File: config.mk
export PLATFORM = sky130hd
export DESIGN_NAME = dmru_delay
export DESIGN_NICKNAME = d
export VERILOG_FILES = /design/src/hdl/dmru_delay.sv
export SDC_FILE = /design/constraint.sdc
export NUM_CORES = 1
export LEC_CHECK = 0
export ABC_AREA = 0
export BUFFER_PORTS_ARGS = -buffer_cell sky130_fd_sc_hd__buf_2
export CORE_MARGIN = 2
export CORE_UTILIZATION = 34
export DETAILED_ROUTE_END_ITERATION = 6
export HOLD_SLACK_MARGIN = 0.08
export SYNTH_ARGS = -nofsm -noshare
export SYNTH_HDL_FRONTEND = slang
export SYNTH_SLANG_ARGS = --single-unit
File: constraint.sdc
create_clock -name aclk -period 1.17 [get_ports aclk]
set_input_delay 0 -clock aclk [delete_from_list [all_inputs] [get_ports aclk]]
set_output_delay 0 -clock aclk [all_outputs]
set_load 0.05 [all_outputs]
File: src/hdl/dmru_delay.sv
// Enabled delay line that carries a packed payload for a fixed number of stages.
module dmru_delay #(
    parameter int W     = 8,
    parameter int DEPTH = 4
) (
    input  logic         aclk,
    input  logic         en,
    input  logic [W-1:0] d,
    output logic [W-1:0] q
);
    logic [W-1:0] tap_reg [DEPTH];

    always_ff @(posedge aclk) begin
        if (en) begin
            tap_reg[0] <= d;
            for (int i = 1; i < DEPTH; i++) begin
                tap_reg[i] <= tap_reg[i-1];
            end
        end
    end

    assign q = tap_reg[DEPTH-1];
endmodule

==> metrics.yaml <==
status:
  status: "finished clean"
critical_path:
  r2r-end: "tap_reg[2][0]"
  path_max_fanout: 1
  endpoint: "q[7]"
  crit_type: "flop to output port"
  critPathMaxStageDelay_ps: 370
  reg2reg_slack_ps: 540
  ff2ff_path_depth: 0
  cp-startpoint: "tap_reg[3][7]"
  crit_cells: 1
  worst_setup_path_start_kind: "flop"
  path_cells: "buf_2"
  cp.arrival_ps: 890
  critPathRequiredTime_ps: 1170
  path_buf_inv: 1
  endpoint_kind: "output port"
  crit_slowest_cell: "edfxtp_1"
  crit_family: "flip-flops"
  r2r-start: "tap_reg[1][0]"
drt:
  drc_errors: 0
  drtAntennaViolNets: 0
  drtPass1Iterations: 2
  viasPerCell: 4.17
  drt-initial-drc-count: 2
  routedWlPerCell_um: 11.0
  routed_wl_mm: 1.06
  vias: 400
synth:
  yosysUniqueCellTypes: 1
  ys_ff_latch: 32
  synth_top_cell_by_area: "edfxtp_1"
  yosys.area_share.simple: 0
  netlist.area_leader.share: 1.00
  netlist_area_um2: 961
  synth_fa_ha_area_frac: 0
  postSynthAreaPerCell_um2: 30.0
  synthCells: 32
  synth_compound_area_frac: 0
  synth_warnings: 0
  synth_xor_area_frac: 0
  synth_mux_area_frac: 0
  synth_top_cells_by_area: "edfxtp_1 100%"
  syn-num-nets: 42
  synth_seq_area_share: 1.00
sta:
  tightest_slew_ps: 249
  period_share: 0.763
  final.setup.tns_ps: 0
  slew_violations: 0
  maxClockFrequency_mhz: 1120
  relSlewSlack: 0.835
  fin_worst_skew_ps: 3.80
  hold_violations: 0
  setup_viol: 0
  min_period_ps: 892
  rsz0062_at_grt: "no"
finish:
  antenna_cells: 0
  num-nets-final: 75
  largest_register_ffs: 32
  layout_commonest_cell: "edfxtp_1"
  syn2layout_area_growth_pct: 28.0
  multi_input_area_um2: 0
  design_area_mm2: 0.00123
  multi_input_gates: 0
  layout_common_cells: "32 x edfxtp_1, 17 x buf_2, 8 x dlygate4sd3_1, 5 x clkbuf_4, 2 x clkinv_1"
  drive_gt1_frac: 0.354
place:
  io_buffer_count: 17
  dpl-instance-area_mm2: 0.00110
  place.gp.congestion: 0.546
clock_network:
  clk_path_buf_depth: 2
  post-cts-setup-buffers: 0
  cts_resized: 0
  cts.sinks: 32
  clkTransAtPathRegs_ps: 90
  htree_levels: 2
  cts-buffers-inserted: 5
  cts_tree: "yes"
  root_buffer: "clkbuf_4"
  clk_latency_ps: 310
hold_path:
  hp-class: "primary input to flop"
die:
  start_util: 0.355
  die-height_um: 57.2
  rows: 19
  core_mm2: 0.00271
  dieArea_mm2: 0.00327
  die_w_um: 57.2
  pin_count: 18
global_route:
  use_met3: 0.0499
  top_usage_layer: "met2"
  grt_max_degree: 33
  grt_usage: 0.0756
  grt_use_met2: 0.103
  gr-total-overflow: 0
  met1_usage: 0.0723
  antenna_found_initial: 0
  first_global_vias: 396
  grt_pass1_wl_mm: 1.64
power:
  p_leak_nw: 0.449
  power_density_mw_per_mm2: 1640
  power.total_mw: 2.02
  ir_worst_vdd_mv: 0.957
flow_run:
  cap_violations: 0
## power by group
part	internal [mW]	switching [mW]	total, mW
clock	0.209	0.315	0.524
combinational	0.0448	0.0867	0.132
sequential	1.35	0.0160	1.36
total	1.60	0.417	2.02
## stage by stage
stage	setup WS [ps]	cells	hold WS, ps	utilization
after global placement	560	81	177	0.408
after detailed placement	544	81	178	0.408
after global routing	209	96	132	0.454
final	278	96	131	0.454
after CTS	249	96	121	0.454
after floorplan	569	32	98.9	-
## per-layer routing
layer  vias up  share of wire
li1        194              -
met1       183           0.41
met2        21           0.49
met3         2          0.097
met4         0          0.011
met5         -              0
## cell families after synthesis
group	Yosys count
DFF	32
## cells in the mapped netlist, drive strengths merged
library cell	count
edfxtp	32
## layout make-up
cell class              instances  area, um^2
well taps                      31        38.8
clock inverters                 2        7.51
flip-flops and latches         32         961
clock buffers                   5        37.5
fillers                       229        1480
repair buffers                 26         185
## worst min path at each step
stage / startpoint / end / cells after the start
5_1_grt: en / tap_reg[2][2] / 2
4_1_cts: en / tap_reg[1][5] / 2
6_report: en / tap_reg[1][4] / 2
2_1_floorplan: d[0] / tap_reg[0][0] / 0
3_5_place_dp: d[2] / tap_reg[0][2] / 1
3_3_place_gp: d[1] / tap_reg[0][1] / 1
## repair_timing
action,in CTS,in global routing
hold buffers,8,0
setup endpoints to repair,0,0
endpoints found under the hold margin,8,0
No activity file was read; power rests on OpenSTA's default activity.
