--- src/hdl/dmru_div.sv ---
// Pipelined restoring divider, one quotient bit per stage.
module dmru_div #(
    parameter int NUM_W = 48,
    parameter int DEN_W = 33,
    parameter int Q_W   = 17
) (
    input  logic             aclk,
    input  logic             en,
    input  logic [NUM_W-1:0] num,
    input  logic [DEN_W-1:0] den,
    output logic [Q_W-1:0]   quo
);
    // The caller guarantees num >> Q_W < den, or discards the quotient.
    logic [DEN_W-1:0] rem_reg [Q_W];
    logic [DEN_W-1:0] den_reg [Q_W];
    logic [Q_W-1:0]   low_reg [Q_W];
    logic [Q_W-1:0]   quo_reg [Q_W];

    for (genvar k = 0; k < Q_W; k++) begin : g_stage
        logic [DEN_W-1:0] rem_src;
        logic [DEN_W-1:0] den_src;
        logic [Q_W-1:0]   low_src;
        logic [Q_W-1:0]   quo_src;
        logic [DEN_W:0]   trial;
        logic [DEN_W:0]   diff;
        logic             ge;

        if (k == 0) begin : g_first
            assign rem_src = DEN_W'(num >> Q_W);
            assign den_src = den;
            assign low_src = num[Q_W-1:0];
            assign quo_src = '0;
        end else begin : g_next
            assign rem_src = rem_reg[k-1];
            assign den_src = den_reg[k-1];
            assign low_src = low_reg[k-1];
            assign quo_src = quo_reg[k-1];
        end

        assign trial = {rem_src, low_src[Q_W-1]};
        assign diff  = trial - {1'b0, den_src};
        assign ge    = (trial >= {1'b0, den_src});

        always_ff @(posedge aclk) begin
            if (en) begin
                rem_reg[k] <= ge ? diff[DEN_W-1:0] : trial[DEN_W-1:0];
                den_reg[k] <= den_src;
                low_reg[k] <= low_src << 1;
                quo_reg[k] <= {quo_src[Q_W-2:0], ge};
            end
        end
    end

    assign quo = quo_reg[Q_W-1];
endmodule

--- config.mk ---
export PLATFORM = sky130hd
export DESIGN_NAME = dmru_div
export DESIGN_NICKNAME = d
export VERILOG_FILES = /design/src/hdl/dmru_div.sv
export SDC_FILE = /design/constraint.sdc
export NUM_CORES = 2
export LEC_CHECK = 0
export ABC_AREA = 0
export BUFFER_PORTS_ARGS = -buffer_cell sky130_fd_sc_hd__buf_2
export CAP_MARGIN = 10
export CORE_MARGIN = 4
export CORE_UTILIZATION = 40
export CTS_BUF_LIST = sky130_fd_sc_hd__clkbuf_8
export DETAILED_ROUTE_END_ITERATION = 16
export PLACE_DENSITY = 0.66
export REMOVE_ABC_BUFFERS = 1
export SLEW_MARGIN = 25
export SYNTH_ARGS = -nofsm -noshare
export SYNTH_HDL_FRONTEND = slang
export SYNTH_SLANG_ARGS = --single-unit
--- constraint.sdc ---
create_clock -name aclk -period 10 [get_ports aclk]
set_input_delay 2 -clock aclk [delete_from_list [all_inputs] [get_ports aclk]]
set_output_delay 2 -clock aclk [all_outputs]
set_load 0.02 [all_outputs]
==> reports/qor.csv <==
metric;value;unit
dpl-instance-area;78100;um^2
power.share.combinational;45.2;%
report.final.hold_viol_count;0;
power.density_cell_area;303;nW/um^2
mostFrequentLayoutCells;sky130_fd_sc_hd__edfxtp_1, sky130_fd_sc_hd__inv_1, sky130_fd_sc_hd__a21oi_1, sky130_fd_sc_hd__ha_1, sky130_fd_sc_hd__o21ai_0;
power.clock.fraction;19.1;%
cts-htree-levels;4;
wirelength;153000;um
power.net_switching;9.31;mW
drive_gt1_share;9.21;%
clock-root-buffer;sky130_fd_sc_hd__clkbuf_8;
worstHoldPathType;flop to flop;
detail_route.iter0.violations;2836;
cts_buffer_depth;3;
worstPathRequired;10.64;ns
place.detailed.hpwl;113000;um
final_max_slew_viols;0;
maximum_number_of_pins_on_one_net_before_global_route_repair;188;
area_delta_synth_final;10.4;%
p_int;15.7;mW
postRouteAntennaNets;0;
route.detailed.vias_per_inst;5.16;
finish.utilization;44.5;%
synth_async_sr_flop_share;0;%
setup_repair_after_global_routing_missed_its_margin;false;
design.core.area;186000;um^2
crit_fanout;3;
die_w;440;um
p_total;25.0;mW
syn_area_per_cell;11.4;um^2
numPortBuffers;99;
slew-limit-headroom;24.2;%
syn_area;74800;um^2
grt_pass1_vias;50717;
dp_slack;4.49;ns
part_of_the_cycle_the_worst_path_needs;46.9;%
filler_cell_count;16952;
place_congestion;0.959;
std_cell_rows;158;
numClockSinks;1345;
starting_density_of_the_core;40.3;%
fin_cells;9474;
leakagePower;33.9;nW
post-place-cells;9041;
fin_crit;4.69;ns
setup_viol_count_final;0;
power.share.switching;37.2;%
seqPwrFrac;35.7;%
yosys_warnings;0;
dominantRegCellSynth;sky130_fd_sc_hd__edfxtp_1;
detail_route.wl_per_cell;16.2;um
critical_path.startpoint_type;input pin;
tritoncts_clock_tree;yes;
final.setup.tns;0;ns
peakVddDrop;0.000133;V
maxClockFrequency;213;MHz
critical_path_class;input pin to flop;
post_synth_num_cell_types;101;
floorplan.die_area;194000;um^2
most_common_cell_after_layout_fill_and_taps_aside;sky130_fd_sc_hd__edfxtp_1;
final_nets;7455;
ios;100;
syn_inst;6571;
measured_slew_at_the_worst_slew_check_pin;1.13;ns
max_cap_violations;0;
ys_seq_elements;1345;
insertion_delay;0.94;ns
route.vias.total;48922;
stdcell_area;82600;um^2
run_status;finished clean;
chipHeight;440;um
first_pass_grt_wire_length;248000;um
hold_buffers;0;
final.hold.worst_slack;0.406;ns
worst_setup_path_end_kind;flop;
synth_edf_count;1345;
setup_clock_skew_after_layout;0.0469;ns
drt_pass1_iterations;8;
ctsResizeCount;0;
grtUsageTotal;15.6;%
numCtsBuffers;233;
worst_slack;5.31;ns
detail_route.drc_violations;0;
initial_antenna_violation_count;3;
grt_overflow;0;
clkSlewWorstSetupHoldPaths;0.06;ns
cts_setup_buffers;0;
synth-seq-area-share;54.0;%
critical_path_arrival;5.32;ns
-- synthesized netlist by cell type (11+ instances only) --
| library cell | count | area, um^2 |
|---|---|---|
| sky130_fd_sc_hd__a211o_1 | 14 | 123 |
| sky130_fd_sc_hd__a211oi_1 | 38 | 285 |
| sky130_fd_sc_hd__a21o_1 | 274 | 2060 |
| sky130_fd_sc_hd__a21oi_1 | 586 | 2930 |
| sky130_fd_sc_hd__a31oi_1 | 45 | 282 |
| sky130_fd_sc_hd__and2_1 | 19 | 119 |
| sky130_fd_sc_hd__and3_1 | 42 | 263 |
| sky130_fd_sc_hd__buf_2 | 20 | 100 |
| sky130_fd_sc_hd__buf_6 | 12 | 135 |
| sky130_fd_sc_hd__clkbuf_1 | 95 | 357 |
| sky130_fd_sc_hd__edfxtp_1 | 1345 | 40400 |
| sky130_fd_sc_hd__fa_1 | 16 | 320 |
| sky130_fd_sc_hd__ha_1 | 560 | 7010 |
| sky130_fd_sc_hd__inv_1 | 723 | 2710 |
| sky130_fd_sc_hd__mux2_1 | 39 | 439 |
| sky130_fd_sc_hd__mux2_2 | 120 | 1350 |
| sky130_fd_sc_hd__mux2_4 | 12 | 180 |
| sky130_fd_sc_hd__mux2i_1 | 12 | 120 |
| sky130_fd_sc_hd__nand2_1 | 436 | 1640 |
| sky130_fd_sc_hd__nand2b_1 | 67 | 419 |
| sky130_fd_sc_hd__nand3_1 | 82 | 410 |
| sky130_fd_sc_hd__nand3b_1 | 11 | 82.6 |
| sky130_fd_sc_hd__nand4_1 | 92 | 576 |
| sky130_fd_sc_hd__nor2_1 | 375 | 1410 |
| sky130_fd_sc_hd__nor2b_1 | 81 | 507 |
| sky130_fd_sc_hd__nor3_1 | 61 | 305 |
| sky130_fd_sc_hd__nor4_1 | 15 | 93.8 |
| sky130_fd_sc_hd__o211ai_1 | 36 | 270 |
| sky130_fd_sc_hd__o21a_1 | 61 | 458 |
| sky130_fd_sc_hd__o21ai_0 | 436 | 2180 |
| sky130_fd_sc_hd__o21ai_1 | 16 | 80.1 |
| sky130_fd_sc_hd__o21bai_1 | 79 | 593 |
| sky130_fd_sc_hd__o31a_1 | 15 | 131 |
| sky130_fd_sc_hd__o31ai_1 | 45 | 338 |
| sky130_fd_sc_hd__or2_2 | 15 | 93.8 |
| sky130_fd_sc_hd__or3_1 | 16 | 100 |
| sky130_fd_sc_hd__xnor2_1 | 283 | 2480 |
| sky130_fd_sc_hd__xor2_1 | 169 | 1480 |
-- kinds of logic after synthesis --
kind of cell               share of synthesized area, %
AOI/OAI and AO/OA                                  15.1
and+or+nand+nor                                    8.49
DFF                                                54.0
buffers and inverters                              4.53
adders and majority gates                          9.80
xor gates and xnor gates                           5.29
muxes                                              2.80
-- power groups by stage --
stage | sequential, mW | clock, mW | combinational, mW
6_report | 8.93 | 4.77 | 11.3
4_1_cts | 8.93 | 5.00 | 11.3
3_5_place_dp | 9.03 | 0 | 11.2
3_3_place_gp | 9.02 | 0 | 11.0
2_1_floorplan | 8.77 | 0 | 8.74
5_1_grt | 9.07 | 5.26 | 12.6
-- layout make-up --
cell class                      count  area [um^2]  share of cell area [%]
Clock buffer                      235         3230                    3.92
Multi-Input combinational cell   4363        31100                    37.7
Tap cell                         2480         3100                    3.76
Inverter                          725         2720                    3.30
Antenna cell                        4         10.0                  0.0121
Sequential cell                  1345        40400                    48.9
Timing Repair Buffer              128          811                   0.982
Clock inverter                    194         1200                    1.45
-- path summary, 6_finish.rpt --
check,from,end,slack [ns],depth (start not counted)
max,num[16],rem_reg[0][30]$_DFFE_PP_,5.31,15
min,quo_reg[12][5]$_DFFE_PP_,quo_reg[13][6]$_DFFE_PP_,0.41,0
max reg2reg,low_reg[0][175]$_DFFE_PP_,rem_reg[0][394]$_DFFE_PP_,5.33,15
min reg2reg,quo_reg[12][5]$_DFFE_PP_,quo_reg[13][6]$_DFFE_PP_,0.41,0
-- layer usage --
layer,part of all wire [%],up-vias,track usage (%)
li1,-,24510,-
met1,37,22768,15.4
met2,53,1136,30.0
met3,3.7,506,2.69
met4,6.4,2,9.77
met5,0.0085,-,0
-- worst max-delay path, stage by stage --
cell                       delay (ns)
sky130_fd_sc_hd__buf_2           0.09
sky130_fd_sc_hd__inv_1           0.04
sky130_fd_sc_hd__ha_1            0.21
sky130_fd_sc_hd__fa_1            0.41
sky130_fd_sc_hd__nor2b_1         0.13
sky130_fd_sc_hd__o21ai_0         0.14
sky130_fd_sc_hd__a21oi_1         0.22
sky130_fd_sc_hd__o21bai_1        0.15
sky130_fd_sc_hd__a211oi_1        0.31
sky130_fd_sc_hd__nor4b_1         0.13
sky130_fd_sc_hd__o31ai_1         0.64
sky130_fd_sc_hd__a221oi_1        0.27
sky130_fd_sc_hd__o21ai_0         0.32
sky130_fd_sc_hd__xnor2_1         0.15
sky130_fd_sc_hd__o21ai_0         0.09
Power figures use the tool's default switching activity.
