File: src/hdl/dmru_pkg.sv
// Shared types, constants and helpers for the double Monod rate update block.
package dmru_pkg;

    localparam int DATA_W = 32;
    localparam int ACC_W  = 40;
    localparam int CAP_W  = 37;
    localparam int IDX_W  = 3;

    localparam logic [CAP_W-1:0] CLAMP_CAP = CAP_W'(1) << (CAP_W - 1);

    typedef enum logic [IDX_W-1:0] {
        CFG_MAX_GROWTH  = 3'd0,
        CFG_YIELD       = 3'd1,
        CFG_MAINTENANCE = 3'd2,
        CFG_DECAY       = 3'd3,
        CFG_OXYGEN_HS   = 3'd4,
        CFG_NITRITE_HS  = 3'd5
    } cfg_idx_t;

    typedef struct packed {
        logic [DATA_W-1:0] max_growth_rate;
        logic [DATA_W-1:0] yield_coef;
        logic [DATA_W-1:0] maintenance_rate;
        logic [DATA_W-1:0] decay_rate;
        logic [DATA_W-1:0] oxygen_half_sat;
        logic [DATA_W-1:0] nitrite_half_sat;
    } cfg_t;

    // Cell data that rides alongside the Monod dividers.
    typedef struct packed {
        logic [DATA_W-1:0]        dens;
        logic                     active;
        logic signed [DATA_W-1:0] acc_n;
        logic signed [DATA_W-1:0] acc_o;
        logic signed [DATA_W-1:0] acc_no3;
        logic                     dn_zero;
        logic                     do_zero;
    } pay1_t;

    // Cell data that rides alongside the yield divider.
    typedef struct packed {
        logic                     active;
        logic signed [DATA_W-1:0] acc_n;
        logic signed [DATA_W-1:0] acc_o;
        logic signed [DATA_W-1:0] acc_no3;
        logic [DATA_W-1:0]        spec;
        logic [CAP_W-1:0]         g;
        logic [CAP_W-1:0]         m;
        logic                     ovf;
        logic                     yzero;
    } pay2_t;

    function automatic logic [DATA_W-1:0] sat32(input logic signed [ACC_W-1:0] v);
        logic [DATA_W-1:0] r;
        if (v > ACC_W'(signed'(33'sh07FFFFFFF))) begin
            r = 32'h7FFFFFFF;
        end else if (v < ACC_W'(signed'(33'sh180000000))) begin
            r = 32'h80000000;
        end else begin
            r = v[DATA_W-1:0];
        end
        return r;
    endfunction

endpackage

File: src/hdl/dmru_cfg.sv
// Configuration register file for the rate update block.
module dmru_cfg #(
    parameter int FRAC_BITS = 16
) (
    input  logic                         aclk,
    input  logic                         aresetn,
    input  logic                         cfg_valid,
    output logic                         cfg_ready,
    input  logic [dmru_pkg::IDX_W-1:0]   cfg_index,
    input  logic [dmru_pkg::DATA_W-1:0]  cfg_data,
    output dmru_pkg::cfg_t               cfg
);
    // The yield coefficient comes out of reset as 1.0 in the active fixed-point format.
    localparam logic [dmru_pkg::DATA_W-1:0] YIELD_ONE =
        {{(dmru_pkg::DATA_W-1){1'b0}}, 1'b1} << FRAC_BITS;

    dmru_pkg::cfg_t cfg_reg;
    dmru_pkg::cfg_t cfg_next;

    assign cfg_ready = 1'b1;

    always_comb begin
        cfg_next = cfg_reg;
        if (cfg_valid) begin
            unique case (dmru_pkg::cfg_idx_t'(cfg_index))
                dmru_pkg::CFG_MAX_GROWTH:  cfg_next.max_growth_rate  = cfg_data;
                dmru_pkg::CFG_YIELD:       cfg_next.yield_coef       = cfg_data;
                dmru_pkg::CFG_MAINTENANCE: cfg_next.maintenance_rate = cfg_data;
                dmru_pkg::CFG_DECAY:       cfg_next.decay_rate       = cfg_data;
                dmru_pkg::CFG_OXYGEN_HS:   cfg_next.oxygen_half_sat  = cfg_data;
                dmru_pkg::CFG_NITRITE_HS:  cfg_next.nitrite_half_sat = cfg_data;
                default: ;
            endcase
        end
    end

    always_ff @(posedge aclk) begin
        if (!aresetn) begin
            cfg_reg <= '{yield_coef: YIELD_ONE, default: '0};
        end else begin
            cfg_reg <= cfg_next;
        end
    end

    assign cfg = cfg_reg;
endmodule

File: config.mk
export PLATFORM = sky130hd
export DESIGN_NAME = dmru_cfg
export DESIGN_NICKNAME = d
export VERILOG_FILES = /design/src/hdl/dmru_pkg.sv /design/src/hdl/dmru_cfg.sv
export SDC_FILE = /design/constraint.sdc
export NUM_CORES = 1
export LEC_CHECK = 0
export ABC_AREA = 1
export BUFFER_PORTS_ARGS = -buffer_cell sky130_fd_sc_hd__buf_2
export CAP_MARGIN = 20
export CORE_MARGIN = 2
export CORE_UTILIZATION = 35
export DETAILED_ROUTE_END_ITERATION = 10
export PLACE_DENSITY = 0.57
export SYNTH_ARGS = -nofsm -noshare
export SYNTH_HDL_FRONTEND = slang
export SYNTH_SLANG_ARGS = --single-unit
File: constraint.sdc
create_clock -name aclk -period 1.35 [get_ports aclk]
set_input_delay 0.2025 -clock aclk [delete_from_list [all_inputs] [get_ports aclk]]
set_output_delay 0.2025 -clock aclk [all_outputs]
set_load 0.03 [all_outputs]
==> summary.md, run 1 <==
| Metric | Value |
|---|---|
| Reg2Reg Launch Point | cfg[108] |
| Final wirelength | 24,150 um |
| Gp weighted congestion | 0.8036 |
| Cts bufs inserted | 17 |
| Worst hold path class | in2reg |
| Status | complete, no violations |
| Critical Path, Cell by Cell | buf_2 |
| Flops & latches, synth | 192 |
| Via count | 7,440 |
| Synthesized instance count | 1,093 |
| Hold path depth | 3 |
| Nets | 1,335 |
| Fmax | 814.1 MHz |
| Synthesized Nets | 1,131 |
| Clock latency at the later pin of the worst-skew pair | 0.43 ns |
| Port bufs | 229 |
| WP data required | 1.15 ns |
| Final core occ | 0.4658 |
| Bufs and invs on worst path | 1 |
| Area grow syn2layout | 29.92% |
| Residual DRC count | 0 |
| Dpl hpwl | 16,340 um |
| Slew Limit Fails | 0 |
| Total grt overflow | 0 |
| Initial Util | 0.3585 |
| Startpoint types | flop |
| Setup_tns | 0 ns |
| DRT Pass-1 Iters | 5 |
| Clock Pin Slew Worst Setup and Hold Paths | 0.07 ns |
| Leading cell type in the layout, fill and taps excluded | nor2_1 |
| Layout cells sized above 1 | 0.2336 |
| Maximum number of pins on one net before global-route repair | 74 |
| GRT Total Usage | 0.2123 |
| Final worst slack | 0.1216 ns |
| Arrival @ worst endpoint | 1.03 ns |
| Wire length of the first global-routing pass | 37,460 um |
| Crit share post-route | 0.9099 |
| Die Span Y | 151.0 um |
| Max reg flops | 192 |
| Post-CTS resize count | 0 |
| CTS tree | built |
| Vias per cell | 4.691 |
| Die ar. | 22,790 um2 |
| Placed insts | 1,552 |
| Die Width | 151.0 um |
| R2R depth | 2 |
| Number of global-route vias before repair | 6,826 |
| Area of the mapped netlist | 7560 um2 |
| Crit path time final | 1.228 ns |
| # rows | 53 |
| Hold Startpoint | aresetn |
| Ys Warns | 0 |
| Initial DRC Count | 413 |
| Fin. Hold Viols | 0 |
| Io pins | 231 |
| Critical path class | reg2out |
| Routed Antenna Nets | 0 |
| Root buf cell | clkbuf_16 |
| Area of the core | 21,090 um2 |
| CP startpoint | cfg[75] |
| Antenna violations before repair | 1 |
| Stages on the worst setup path | 1 |
| Worst-path fanout max | 2 |
| Post-Layout Cell Count | 1,586 |
| Worst vdd ir | 0.8168 mV |
| Sequential-to-total area share from yosys stat | 0.5084 |
| Worst Setup End Kind | primary output |
| CTS Buffer Depth | 2 |
| Clk sink count | 192 |
| Fin Clk Skew | 0 ns |
| Pwr Total | 12.84 mW |
| Worst slack at placement | 0.1120 ns |
| Commonest cells after routing, fill and taps aside | nor2_1, buf_2, nand2_1, nand3_1, dfxtp_1 |
| H-tree Lvls | 4 |
| Yosys cell types | 13 |
| Max_cap viols | 0 |
| Top delay family on crit path | flip-flops |
| Leak Pwr | 4.815 nW |
| Power per cell area | 1307 nW/um2 |
| Post-CTS Setup Repair Bufs | 0 |
| CTS Hold Bufs | 1 |
| # setup viols final | 0 |
| Syn Area/Cell | 6.917 um2 |
| Routed length per instance | 15.22 um |
| Max stage delay on crit path | 0.38 ns |
| CP max stage cell | dfxtp_1 |
| RSZ-0062 raised after global routing | false |
==> metrics by stage <==
stage	hold slack [ns]	area, um2
3_3_place_gp	0.4337	9213
2_1_floorplan	0.3157	7560
4_1_cts	0.08534	9819
5_1_grt	0.08706	9819
6_report	0.09838	9822
3_5_place_dp	0.4389	9213
==> synth_stat cells (all sizes together) <==
library cell | count | area share
conb | 1 | 0.00050
nand3 | 192 | 0.13
nor2 | 392 | 0.20
dfxtp | 192 | 0.51
nand2 | 200 | 0.099
clkbuf | 22 | 0.011
inv | 38 | 0.019
buf | 56 | 0.037
==> where the power goes <==
| group | total, mW | internal (mW) | switching (mW) |
|---|---|---|---|
| Sequential | 5.96 | 5.86 | 0.105 |
| Combinational | 1.74 | 0.520 | 1.22 |
| Clock | 5.13 | 2.65 | 2.48 |
| Total | 12.8 | 9.03 | 3.80 |
==> cell type report <==
cell class | count | area, um2
diodes | 1 | 2.502
well taps | 275 | 344.1
fillers | 2158 | 11270
clock buffers | 17 | 425.4
inverters | 38 | 142.6
flip-flops and latches | 192 | 3844
repair buffers | 263 | 1635
clock inverters | 15 | 171.4
multi-input cells | 785 | 3257
==> per-layer routing <==
layer | wire (um) | track usage | vias to the layer above | share of wire
li1 | - | - | 3791 | -
met1 | 11190 | 0.2834 | 3420 | 0.46
met2 | 10910 | 0.3380 | 207 | 0.45
met3 | 1718 | 0.06476 | 20 | 0.071
met4 | 317 | 0.04953 | 2 | 0.013
met5 | 11 | 0 | - | 0.00046
==> cells by family after synthesis <==
group / share of synthesized area
other: 0.0004960
DFF: 0.5084
buffers and inverters: 0.06670
and+or+nand+nor: 0.4244
==> path summary, 6_finish.rpt <==
path	slack [ns]	endpoint
hold / removal	0.1	cfg[173]
hold reg to reg	0.48	cfg[153]
setup / recovery	0.12	cfg[75]
setup reg to reg	0.73	cfg[108]
Power figures use the tool's default switching activity.
==> run 2, diff against run 1 <==
--- a/config.mk
+++ b/config.mk
@@ -5,13 +5,13 @@
 export SDC_FILE = /design/constraint.sdc
 export NUM_CORES = 1
 export LEC_CHECK = 0
-export ABC_AREA = 1
+export ABC_AREA = 0
 export BUFFER_PORTS_ARGS = -buffer_cell sky130_fd_sc_hd__buf_2
 export CAP_MARGIN = 20
 export CORE_MARGIN = 2
 export CORE_UTILIZATION = 35
 export DETAILED_ROUTE_END_ITERATION = 10
-export PLACE_DENSITY = 0.57
+export PLACE_DENSITY = 0.58
 export SYNTH_ARGS = -nofsm -noshare
 export SYNTH_HDL_FRONTEND = slang
 export SYNTH_SLANG_ARGS = --single-unit
==> run 2 against run 1 <==
  * Final cell count shrank 27%
  * Combinational power shrank 43%
  * Die area shrank 7.4%
  * Via count is 30% lower
  * Register-to-register slack hardly changed
  * Area after synthesis decreased by 7.5%
  * Final area shrank 7.6%
  * Clock skew stayed put
  * Highest routed layer is now met4
==> summary.md, run 2 <==
| Metric | Value |
|---|---|
| Area of the core | 19,530 um2 |
| CTS Buffer Depth | 2 |
| Io pins | 231 |
| Arrival @ worst endpoint | 1.00 ns |
| Max reg flops | 192 |
| Placed insts | 1,129 |
| Initial Util | 0.3579 |
| Sequential-to-total area share from yosys stat | 0.5499 |
| Predominant post-synthesis flop cell | dfxtp_1 |
| Top cell type's share of synthesized area | 0.5499 |
| # rows | 51 |
| Critical path class | reg2out |
| Routed length per instance | 15.75 um |
| DRT Pass-1 Iters | 4 |
| Synthesized instance count | 664 |
| Vias per cell | 4.491 |
| CTS tree | built |
| CP max stage cell | dfxtp_1 |
| Wire length of the first global-routing pass | 29,370 um |
| Most frequent cells after synthesis | nand2_1, dfxtp_1, mux2i_1 |
| Yosys cell types | 14 |
| Area leader, netlist | dfxtp_1 |
| Total grt overflow | 0 |
| Ant. Diodes | 0 |
| Worst vdd ir | 0.8549 mV |
| GR Layer Usage met3 | 0.05912 |
| H-tree Lvls | 4 |
| Post-CTS resize count | 0 |
| Area of the mapped netlist | 6989 um2 |
| Clk sink count | 192 |
| Worst slack at placement | 0.03500 ns |
| Clock latency at the later pin of the worst-skew pair | 0.43 ns |
| Startpoint types | flop |
| Cts bufs inserted | 17 |
| Die ar. | 21,120 um2 |
| Asr flop ratio synth | 0 |
| Post-Layout Cell Count | 1,161 |
| Met2 demand-to-capacity share in global routing | 0.2758 |
| Largest cells by area after synthesis | dfxtp_1, mux2i_1, nand2_1 |
| Bufs and invs on worst path | 1 |
| Worst Setup End Kind | primary output |
| Crit share post-route | 0.8875 |
| Syn Area/Cell | 10.53 um2 |
| Port bufs | 229 |
| Global routing's busiest layer | met2 |
| Power per cell area | 1307 nW/um2 |
| Area grow syn2layout | 29.84% |
| Worst-path fanout max | 2 |
| Clock Pin Slew Worst Setup and Hold Paths | 0.07 ns |
| Final worst slack | 0.1518 ns |
| Final wirelength | 18,280 um |
| Top delay family on crit path | flip-flops |
| Die Width | 145.3 um |
| Residual DRC count | 0 |
| Critical Path, Cell by Cell | buf_2 |
| Slew Limit Fails | 0 |
| Worst hold path class | in2reg |
| Routed Antenna Nets | 0 |
| Fmax | 834.6 MHz |
| Max_cap viols | 0 |
| RSZ-0062 raised after global routing | false |
| Setup_tns | 0 ns |
| Post-synth EDFFs | 0 |
| Synthesized Nets | 702 |
| CTS Hold Bufs | 0 |
| Fin. Hold Viols | 0 |
| Global Route met1 Usage | 0.2279 |
| Flops & latches, synth | 192 |
| Antenna violations before repair | 0 |
| Initial DRC Count | 185 |
| Die Span Y | 145.3 um |
| Ys Warns | 0 |
| Max stage delay on crit path | 0.36 ns |
| Layout cells sized above 1 | 0.3170 |
| Crit path time final | 1.198 ns |
| Maximum number of pins on one net before global-route repair | 49 |
| WP data required | 1.15 ns |
| Post-CTS Setup Repair Bufs | 0 |
| GRT Total Usage | 0.1759 |
| Dpl hpwl | 12,440 um |
| Fin Clk Skew | 0 ns |
| Status | complete, no violations |
| # setup viols final | 0 |
| Commonest cells after routing, fill and taps aside | buf_2, nand2_1, mux2i_1, dfxtp_1, clkbuf_16 |
| Via count | 5,214 |
| Number of global-route vias before repair | 5,214 |
| Leading cell type in the layout, fill and taps excluded | buf_2 |
| Gp weighted congestion | 0.7336 |
| Cell with the most instances after synthesis | nand2_1 |
| Nets | 921 |
| Root buf cell | clkbuf_16 |
| Leak Pwr | 4.789 nW |
-- run 2: cell count changes after synthesis, moves of 9 or more --
cell     delta
nor2_1    -384
buf_4       +9
buf_2      -33
inv_1      -36
nand3_1   -192
mux2i_1   +192
nand2_1    +23
-- run 2: stage by stage --
step	area, um2	power [mW]	hold WS (ns)	util
4_1_cts	9075	12.01	0.04186	0.4648
3_3_place_gp	8492	6.975	0.4387	0.4349
3_5_place_dp	8492	6.980	0.4439	0.4349
2_1_floorplan	6989	6.621	0.3689	-
5_1_grt	9075	12.31	0.03914	0.4648
6_report	9075	11.86	0.06346	0.4648
-- run 2: cell families after synthesis --
family / after synthesis / synth area share
other cells: 1 / 0.0005365
flops: 192 / 0.5499
buf+inv: 48 / 0.04207
mux: 192 / 0.2750
simple gates: 231 / 0.1325
-- run 2: area by class of cell --
cell class                 instances  area [um2]
tap                              265       331.6
fill                            1918       10450
timing repair buffer             248        1433
sequential                       192        3844
clock buffer                      18       439.2
clock inverter                    14       143.9
multi-input combinational        424        2884
-- run 2: worst min-delay path, cell delays in order --
cell and delay, ns:
buf_6 0.12, nand2_1 0.06, mux2i_1 0.06
-- run 2: final timing paths --
kind	startpoint	to	slack, ns	cells after the start
hold / removal	aresetn	cfg[109]	0.06	3
hold reg to reg	cfg[170]	cfg[170]	0.45	2
setup / recovery	cfg[100]	cfg[100]	0.15	1
setup reg to reg	cfg[174]	cfg[174]	0.72	2
-- run 2: power breakdown --
part           switching (mW)  internal [mW]
Clock                    2.36           2.66
Combinational           0.672          0.319
Sequential             0.0609           5.78
-- run 2: layer usage --
metal,part of all wire,wire length [um]
met1,0.47,8510
met2,0.45,8208
met3,0.070,1277
met4,0.016,286
met5,0,0
